## src/rtl/ifsqrt_pkg.sv

```systemverilog
// Shared constants for the integer floor square root block.
package ifsqrt_pkg;

	// Default width of the radicand.
	localparam int unsigned INPUT_BITS_DEF = 31;

	// Width of the root field on the result port.
	localparam int unsigned ROOT_BITS = 16;

endpackage

```

## src/rtl/ifsqrt_cell.sv

```systemverilog
// One digit cell of the square root chain: decides one root bit per pass.
module ifsqrt_cell #(
	parameter int unsigned CAND_BITS = 16
) (
	input  logic                     clk,
	input  logic                     arst_n,
	input  logic                     en,
	input  logic                     valid_in,
	input  logic [2*CAND_BITS-1:0]   x_in,
	input  logic [CAND_BITS+1:0]     rem_in,
	input  logic [CAND_BITS-1:0]     root_in,
	output logic                     valid_s1,
	output logic [2*CAND_BITS-1:0]   x_s1,
	output logic [CAND_BITS+1:0]     rem_s1,
	output logic [CAND_BITS-1:0]     root_s1
);

	localparam int unsigned X_BITS   = 2 * CAND_BITS;
	localparam int unsigned REM_BITS = CAND_BITS + 2;

	logic [REM_BITS-1:0] rem_sh;
	logic [REM_BITS-1:0] trial;
	logic                ge;
	logic [REM_BITS-1:0] rem_next;
	logic [CAND_BITS-1:0] root_next;
	logic [X_BITS-1:0]   x_next;

	// Bring down the next two radicand bits and try the candidate 4*root+1.
	always_comb begin
		rem_sh    = {rem_in[REM_BITS-3:0], x_in[X_BITS-1 -: 2]};
		trial     = {root_in, 2'b01};
		ge        = (rem_sh >= trial);
		rem_next  = ge ? (rem_sh - trial) : rem_sh;
		root_next = CAND_BITS'({root_in, ge});
		x_next    = x_in << 2;
	end

	// Valid flag of this cell.
	always_ff @(posedge clk or negedge arst_n) begin
		if (!arst_n) begin
			valid_s1 <= 1'b0;
		end else if (en) begin
			valid_s1 <= valid_in;
		end
	end

	// Working values handed to the next cell.
	always_ff @(posedge clk) begin
		if (en) begin
			x_s1    <= x_next;
			rem_s1  <= rem_next;
			root_s1 <= root_next;
		end
	end

endmodule

```

## src/rtl/integer_floor_square_root.sv

```systemverilog
// Throughput: one request per cycle unless a finished result is stalled; each cell of the chain settles one root bit.
// The whole chain advances together; it holds while a finished result is stalled.
// Reset clears every cell's valid flag; working values need no reset.
// The block is ready to take a request as soon as reset is released.
module integer_floor_square_root #(
	parameter int unsigned INPUT_BITS = ifsqrt_pkg::INPUT_BITS_DEF
) (
	input  logic                            clk,
	input  logic                            arst_n,
	input  logic                            radicand_valid,
	output logic                            radicand_stall,
	input  logic [INPUT_BITS-1:0]           radicand,
	output logic                            root_valid,
	input  logic                            root_stall,
	output logic [ifsqrt_pkg::ROOT_BITS-1:0] root
);

	localparam int unsigned CAND_BITS = (INPUT_BITS + 1) / 2;
	localparam int unsigned X_BITS    = 2 * CAND_BITS;
	localparam int unsigned REM_BITS  = CAND_BITS + 2;
	localparam int unsigned EXT_BITS  =
		(CAND_BITS > ifsqrt_pkg::ROOT_BITS) ? CAND_BITS : ifsqrt_pkg::ROOT_BITS;

	logic                 en;
	logic [CAND_BITS:0]   v_c;
	logic [X_BITS-1:0]    x_c    [CAND_BITS+1];
	logic [REM_BITS-1:0]  rem_c  [CAND_BITS+1];
	logic [CAND_BITS-1:0] root_c [CAND_BITS+1];
	logic [EXT_BITS-1:0]  root_ext;

	// The chain moves unless a finished result is waiting and stalled.
	assign en             = !root_valid || !root_stall;
	assign radicand_stall = !en;

	// Feed of the first cell.
	assign v_c[0]    = radicand_valid;
	assign x_c[0]    = X_BITS'(radicand);
	assign rem_c[0]  = '0;
	assign root_c[0] = '0;

	// Row of digit cells, most significant root bit first.
	for (genvar i = 0; i < CAND_BITS; i++) begin : g_cell
		ifsqrt_cell #(
			.CAND_BITS(CAND_BITS)
		) u_cell (
			.clk      (clk),
			.arst_n   (arst_n),
			.en       (en),
			.valid_in (v_c[i]),
			.x_in     (x_c[i]),
			.rem_in   (rem_c[i]),
			.root_in  (root_c[i]),
			.valid_s1 (v_c[i+1]),
			.x_s1     (x_c[i+1]),
			.rem_s1   (rem_c[i+1]),
			.root_s1  (root_c[i+1])
		);
	end

	// The last cell's registers form the result.
	assign root_valid = v_c[CAND_BITS];
	assign root_ext   = EXT_BITS'(root_c[CAND_BITS]);
	assign root       = root_ext[ifsqrt_pkg::ROOT_BITS-1:0];

	// A finished root leaves a remainder no larger than twice the root.
	a_rem_bound: assert property (@(posedge clk) disable iff (!arst_n)
		root_valid |-> (rem_c[CAND_BITS] <= REM_BITS'({root_c[CAND_BITS], 1'b0})))
		else $error("square root remainder out of range");

	// A stalled result freezes every cell's valid flag.
	a_chain_hold: assert property (@(posedge clk) disable iff (!arst_n)
		(root_valid && root_stall) |=> $stable(v_c[CAND_BITS:1]))
		else $error("chain moved while the result was stalled");

	// An accepted request enters the first cell.
	a_enter: assert property (@(posedge clk) disable iff (!arst_n)
		(radicand_valid && !radicand_stall) |=> v_c[1])
		else $error("accepted request lost at the first cell");

	// While the chain moves, each cell takes its neighbor's valid flag.
	a_shift: assert property (@(posedge clk) disable iff (!arst_n)
		en |=> (v_c[CAND_BITS:1] == $past(v_c[CAND_BITS-1:0])))
		else $error("valid flags did not shift along the chain");

endmodule

```

## config.mk

```make
export PLATFORM = sky130hd
export DESIGN_NAME = integer_floor_square_root
export DESIGN_NICKNAME = d
export VERILOG_FILES = /design/src/rtl/ifsqrt_pkg.sv /design/src/rtl/ifsqrt_cell.sv /design/src/rtl/integer_floor_square_root.sv
export SDC_FILE = /design/constraint.sdc
export NUM_CORES = 1
export LEC_CHECK = 0
export BUFFER_PORTS_ARGS = -buffer_cell sky130_fd_sc_hd__buf_2
export CAP_MARGIN = 20
export CELL_PAD_IN_SITES_DETAIL_PLACEMENT = 1
export CELL_PAD_IN_SITES_GLOBAL_PLACEMENT = 1
export CORE_MARGIN = 2
export CORE_UTILIZATION = 30
export CTS_BUF_LIST = sky130_fd_sc_hd__clkbuf_8
export DETAILED_ROUTE_END_ITERATION = 10
export PLACE_DENSITY = 0.56
export SETUP_SLACK_MARGIN = 0.2
export SLEW_MARGIN = 20
export SYNTH_ARGS = -nofsm -noshare
export SYNTH_HDL_FRONTEND = slang
export SYNTH_HIERARCHICAL = 1
export SYNTH_SLANG_ARGS = --single-unit
export TNS_END_PERCENT = 30
```

## constraint.sdc

```tcl
create_clock -name clk -period 43.8 [get_ports clk]
set_input_delay 4.38 -clock clk [delete_from_list [all_inputs] [get_ports clk]]
set_output_delay 4.38 -clock clk [all_outputs]
set_load 0.03 [all_outputs]
```

==> flow_metrics.env, run 1 <==
export IMPL_place_hpwl_mm=67.7
export IMPL_fp_dieW_um=372
export IMPL_cp_end_kind="primary output"
export IMPL_nets=3740
export IMPL_fin_crit_sh_pct=21.0
export IMPL_grt_ovfl_total=0
export IMPL_crit_type="primary input to primary output"
export IMPL_status="finished clean"
export IMPL_hold_depth=0
export IMPL_fin_util_pct=33.7
export IMPL_hp_class="flop to flop"
export IMPL_route_detailed_drc=0
export IMPL_clk_pin_slew_ps=50
export IMPL_cp_data_required_time_ps=39420
export IMPL_finalSetupTns_ps=0
export IMPL_slew_headroom_pct=27.2
export IMPL_numPortBuffers=52
export IMPL_rows=135
export IMPL_fill_cells=14500
export IMPL_tritoncts="built"
export IMPL_min_to="g_cell[10].u_cell/x_s1[29]"
export IMPL_grt_usage_pct=13.4
export IMPL_hold_viol=0
export IMPL_clockBufferDepth=3
export IMPL_finalMaxSlewViolations=0
export IMPL_layout_common_cells="edfxtp_1, inv_1, ha_1, o21ai_0, nand2_1"
export IMPL_wl_mm=91.7
export IMPL_boundaryPins=53
export IMPL_setup_viol=0
export IMPL_cts_setup_buffers=0
export IMPL_final_layout_size_suffix_gt1_share_pct=14.8
export IMPL_num_vias=25100
export IMPL_grt_pass1_wl_mm=145
export IMPL_grt_pass1_vias=25600
export IMPL_cp_max_fo=2
export IMPL_core_area_um2=135000
export IMPL_cts_resized=0
export IMPL_max_cap_viol_count=0
export IMPL_worst_clock_skew_ps=34.9
export IMPL_initial_core_util_pct=30.1
export IMPL_fin_crit_ps=9180
export IMPL_fp_dieH_um=372
export IMPL_rr_startpoint="g_cell[15].u_cell/valid_s1"
export IMPL_ant_nets=0
export IMPL_clock_sinks=752
export IMPL_drtIter0Drc=1366
export IMPL_seqCellArea_um2=22500
export IMPL_wl_per_cell_um=17.3
export IMPL_start_kind="primary input"
export IMPL_cts_root_buf="clkbuf_8"
export IMPL_worst_slew_pin_transition_ps=1090
export IMPL_multi_input_area_um2=16400
export IMPL_grt_util_met2_pct=21.0
export IMPL_use_met3_pct=2.71
export IMPL_hold_start="g_cell[9].u_cell/x_s1[27]"
export IMPL_ys_warnings_count=6
export IMPL_clock_fmax_ghz=0.109
export IMPL_arrival_ps=4800
export IMPL_rrSetupSlack_ps=39800
export IMPL_cts_buffers=139
export IMPL_r2r_end="g_cell[5].u_cell/root_s1[15]"
export IMPL_syn_to_final_growth_pct=12.1
export IMPL_syn_area_per_cell_um2=12.6
export IMPL_gp_congestion=0.832
export IMPL_grtUsageMet1_pct=18.6
export IMPL_final_common_cell="edfxtp_1"
export IMPL_worst_r2r_cell_count=4
export IMPL_htree_num_levels=4
export IMPL_first_pass_iters=5
export IMPL_antenna_found_initial=1
export IMPL_cts_hold_buf=0
export IMPL_busiest_layer="met2"
export IMPL_rsz0062_at_grt="false"
export IMPL_fp_dieArea_um2=138000
export IMPL_grt_max_degree=172
export IMPL_viasPerCell=4.73
export IMPL_clk_latency_ps=860
export IMPL_synth_cells=3226
export IMPL_synth_area_um2=40600
[worst max path at each step]
| stage | from | end |
|---|---|---|
| after floorplan | root_stall | g_cell[0].u_cell/valid_s1 |
| after global placement | root_stall | radicand_stall |
| after detailed placement | root_stall | radicand_stall |
| after CTS | root_stall | radicand_stall |
| after global routing | root_stall | radicand_stall |
| final | root_stall | radicand_stall |
[worst max-delay path: stages]
cell	delay (ps)
buf_2	120
and2_1	130
buf_2	170
[flip-flops by register name, summed over array words and instances (netlist names)]
signal                  flops
g_cell.u_cell/x_s1        240
g_cell.u_cell/valid_s1     16
g_cell.u_cell/root_s1     256
g_cell.u_cell/rem_s1      240
[routing by layer]
layer / vias to the layer above / part of all wire [%]
met2: 336 / 45
met1: 12300 / 49
li1: 12400 / -
met4: 0 / 1.9
met3: 126 / 3.6
met5: - / 0
[layout make-up]
type | instances | area share (%)
Clock inverter | 103 | 1.65
Clock buffer | 143 | 4.32
Sequential cell | 752 | 49.4
Tap cell | 1781 | 4.90
Timing Repair Buffer | 60 | 0.770
Inverter | 335 | 2.81
Multi-Input combinational cell | 2129 | 36.1
Antenna cell | 1 | 0.00550
[per-stage QoR]
stage                     area (um2)  hold slack, ps  setup WS (ps)  cells
final                          45500             394          34620   5304
after detailed placement       42800             406          34630   5056
after global routing           45500             403          34600   5304
after CTS                      45500             390          34620   5302
after global placement         42800             401          34610   5056
after floorplan                40800             400          21400   3289
Power of run 1 is left out: the tool's default activity adds up to more than one toggle a clock period on the data nets, which glitch-free logic cannot reach.
==> inputs of run 2 (changes only) <==
--- a/config.mk
+++ b/config.mk
@@ -5,6 +5,7 @@
 export SDC_FILE = /design/constraint.sdc
 export NUM_CORES = 1
 export LEC_CHECK = 0
+export ABC_AREA = 1
 export BUFFER_PORTS_ARGS = -buffer_cell sky130_fd_sc_hd__buf_2
 export CAP_MARGIN = 20
 export CELL_PAD_IN_SITES_DETAIL_PLACEMENT = 1
@@ -13,7 +14,7 @@
 export CORE_UTILIZATION = 30
 export CTS_BUF_LIST = sky130_fd_sc_hd__clkbuf_8
 export DETAILED_ROUTE_END_ITERATION = 10
-export PLACE_DENSITY = 0.56
+export PLACE_DENSITY = 0.6
 export SETUP_SLACK_MARGIN = 0.2
 export SLEW_MARGIN = 20
 export SYNTH_ARGS = -nofsm -noshare
==> constraint.sdc (replaced) <==
create_clock -name clk -period 8.2 [get_ports clk]
set_input_delay 0.82 -clock clk [delete_from_list [all_inputs] [get_ports clk]]
set_output_delay 0.82 -clock clk [all_outputs]
set_load 0.03 [all_outputs]
==> run 2 against run 1 <==
Effect of this change:
- core utilization down 0.13 points
- register-to-register slack got worse by 34000 ps
- final area grew 5.7%
- synthesized cell count rose by 47%
- critical endpoint unchanged
- largest cell class unchanged
==> flow_metrics.env, run 2 <==
export IMPL_use_met3_pct=2.31
export IMPL_worst_clock_skew_ps=35.9
export IMPL_first_pass_iters=5
export IMPL_status="finished clean"
export IMPL_clock_sinks=752
export IMPL_hold_start="radicand[28]"
export IMPL_fin_crit_sh_pct=35.9
export IMPL_cp_end_kind="primary output"
export IMPL_max_cap_viol_count=0
export IMPL_instances_no_fill=6958
export IMPL_synth_area_um2=43100
export IMPL_syn_area_per_cell_um2=9.07
export IMPL_top_regs="g_cell.u_cell/root_s1: 256 flops, g_cell.u_cell/rem_s1: 240 flops, g_cell.u_cell/x_s1: 240 flops"
export IMPL_numPortBuffers=52
export IMPL_finalMaxSlewViolations=0
export IMPL_clockBufferDepth=3
export IMPL_nets=5281
export IMPL_grtUsageMet1_pct=20.6
export IMPL_rsz0062_at_grt="false"
export IMPL_syn_to_final_growth_pct=11.6
export IMPL_fp_dieW_um=383
export IMPL_fill_cells=16800
export IMPL_layout_common_cells="nand2_1, inv_1, edfxtp_1, nand3_1, ha_1"
export IMPL_start_kind="flop"
export IMPL_ys_warnings_count=6
export IMPL_final_common_cell="nand2_1"
export IMPL_cts_resized=0
export IMPL_boundaryPins=53
export IMPL_fp_dieH_um=383
export IMPL_hp_class="primary input to flop"
export IMPL_rows=139
export IMPL_arrival_ps=2120
export IMPL_cts_buffers=140
export IMPL_slew_headroom_pct=35.0
export IMPL_top_register="g_cell.u_cell/root_s1"
export IMPL_fp_dieArea_um2=147000
export IMPL_setup_viol=0
export IMPL_wl_per_cell_um=15.3
export IMPL_viasPerCell=4.40
export IMPL_grt_usage_pct=14.5
export IMPL_route_detailed_drc=0
export IMPL_grt_pass1_vias=31200
export IMPL_clk_pin_slew_ps=60
export IMPL_seqCellArea_um2=22500
export IMPL_cts_setup_buffers=0
export IMPL_initial_core_util_pct=30.1
export IMPL_final_layout_size_suffix_gt1_share_pct=9.20
export IMPL_cp_data_required_time_ps=7380
export IMPL_grt_pass1_wl_mm=169
export IMPL_core_area_um2=143000
export IMPL_grt_max_degree=166
export IMPL_min_to="g_cell[0].u_cell/x_s1[30]"
export IMPL_clk_latency_ps=840
export IMPL_grt_util_met2_pct=22.8
export IMPL_rr_startpoint="g_cell[10].u_cell/rem_s1[0]"
export IMPL_num_vias=30600
export IMPL_htree_num_levels=4
export IMPL_gp_congestion=0.827
export IMPL_largest_reg_flops=256
export IMPL_clock_fmax_ghz=0.340
export IMPL_rrSetupSlack_ps=5510
export IMPL_drtIter0Drc=1569
export IMPL_ant_nets=0
export IMPL_cts_root_buf="clkbuf_8"
export IMPL_crit_type="flop to primary output"
export IMPL_antenna_found_initial=2
export IMPL_r2r_end="g_cell[11].u_cell/rem_s1[3]"
export IMPL_cp_max_fo=97
export IMPL_finalSetupTns_ps=0
export IMPL_wl_mm=106
export IMPL_grt_ovfl_total=0
export IMPL_hold_depth=1
export IMPL_multi_input_area_um2=17200
export IMPL_tritoncts="built"
export IMPL_worst_slew_pin_transition_ps=976
export IMPL_synth_cells=4751
export IMPL_fin_crit_ps=2940
export IMPL_worst_r2r_cell_count=12
export IMPL_hold_viol=0
export IMPL_place_hpwl_mm=80.8
export IMPL_dp_cells=6718
export IMPL_busiest_layer="met2"
==> run 2: per-stage QoR <==
step | cell area, um2 | util, % | hold WS (ps) | setup slack, ps
2_1_floorplan | 43300 | - | 400 | 909
3_3_place_gp | 45500 | 31.8 | 401 | 5370
3_5_place_dp | 45500 | 31.8 | 405 | 5320
4_1_cts | 48100 | 33.6 | 18.3 | 5070
5_1_grt | 48100 | 33.6 | 66.2 | 4990
6_report | 48100 | 33.6 | 152 | 5260
==> run 2: cell type report <==
cell class / count / area share [%]
repair buffers: 58 / 0.744
flip-flops and latches: 752 / 46.8
clock buffers: 145 / 4.15
well taps: 1903 / 4.95
inverters: 816 / 6.37
multi-input cells: 3190 / 35.7
clock inverters: 93 / 1.31
diodes: 1 / 0.00520
==> run 2: worst max-delay path, cell delays in order, from the launching register on <==
cell and delay, ps:
dfrtp_1 450, nand2_8 590, inv_2 30, buf_2 190
==> run 2: what timing repair did <==
item                                    in CTS  in global routing
endpoints found under the setup margin       0                  0
endpoints found under the hold margin       16                  0
hold buffers                                 1                  0
==> run 2: how the worst max path moves through the flow <==
stage,from,end,slack [ps],depth (start not counted)
2_1_floorplan,root_stall,radicand_stall,910,2
3_3_place_gp,root_stall,g_cell[15].u_cell/root_s1[13],5370,3
3_5_place_dp,root_stall,g_cell[15].u_cell/root_s1[13],5320,3
4_1_cts,g_cell[15].u_cell/valid_s1,radicand_stall,5070,3
5_1_grt,g_cell[15].u_cell/valid_s1,radicand_stall,4990,3
6_report,g_cell[15].u_cell/valid_s1,radicand_stall,5260,3
==> run 2: layer usage <==
metal	vias to the layer above	wire length, um
li1	15700	-
met1	14500	53700
met2	308	47400
met3	148	2980
met4	0	2160
met5	-	0
Power of run 2 is left out for the same reason.
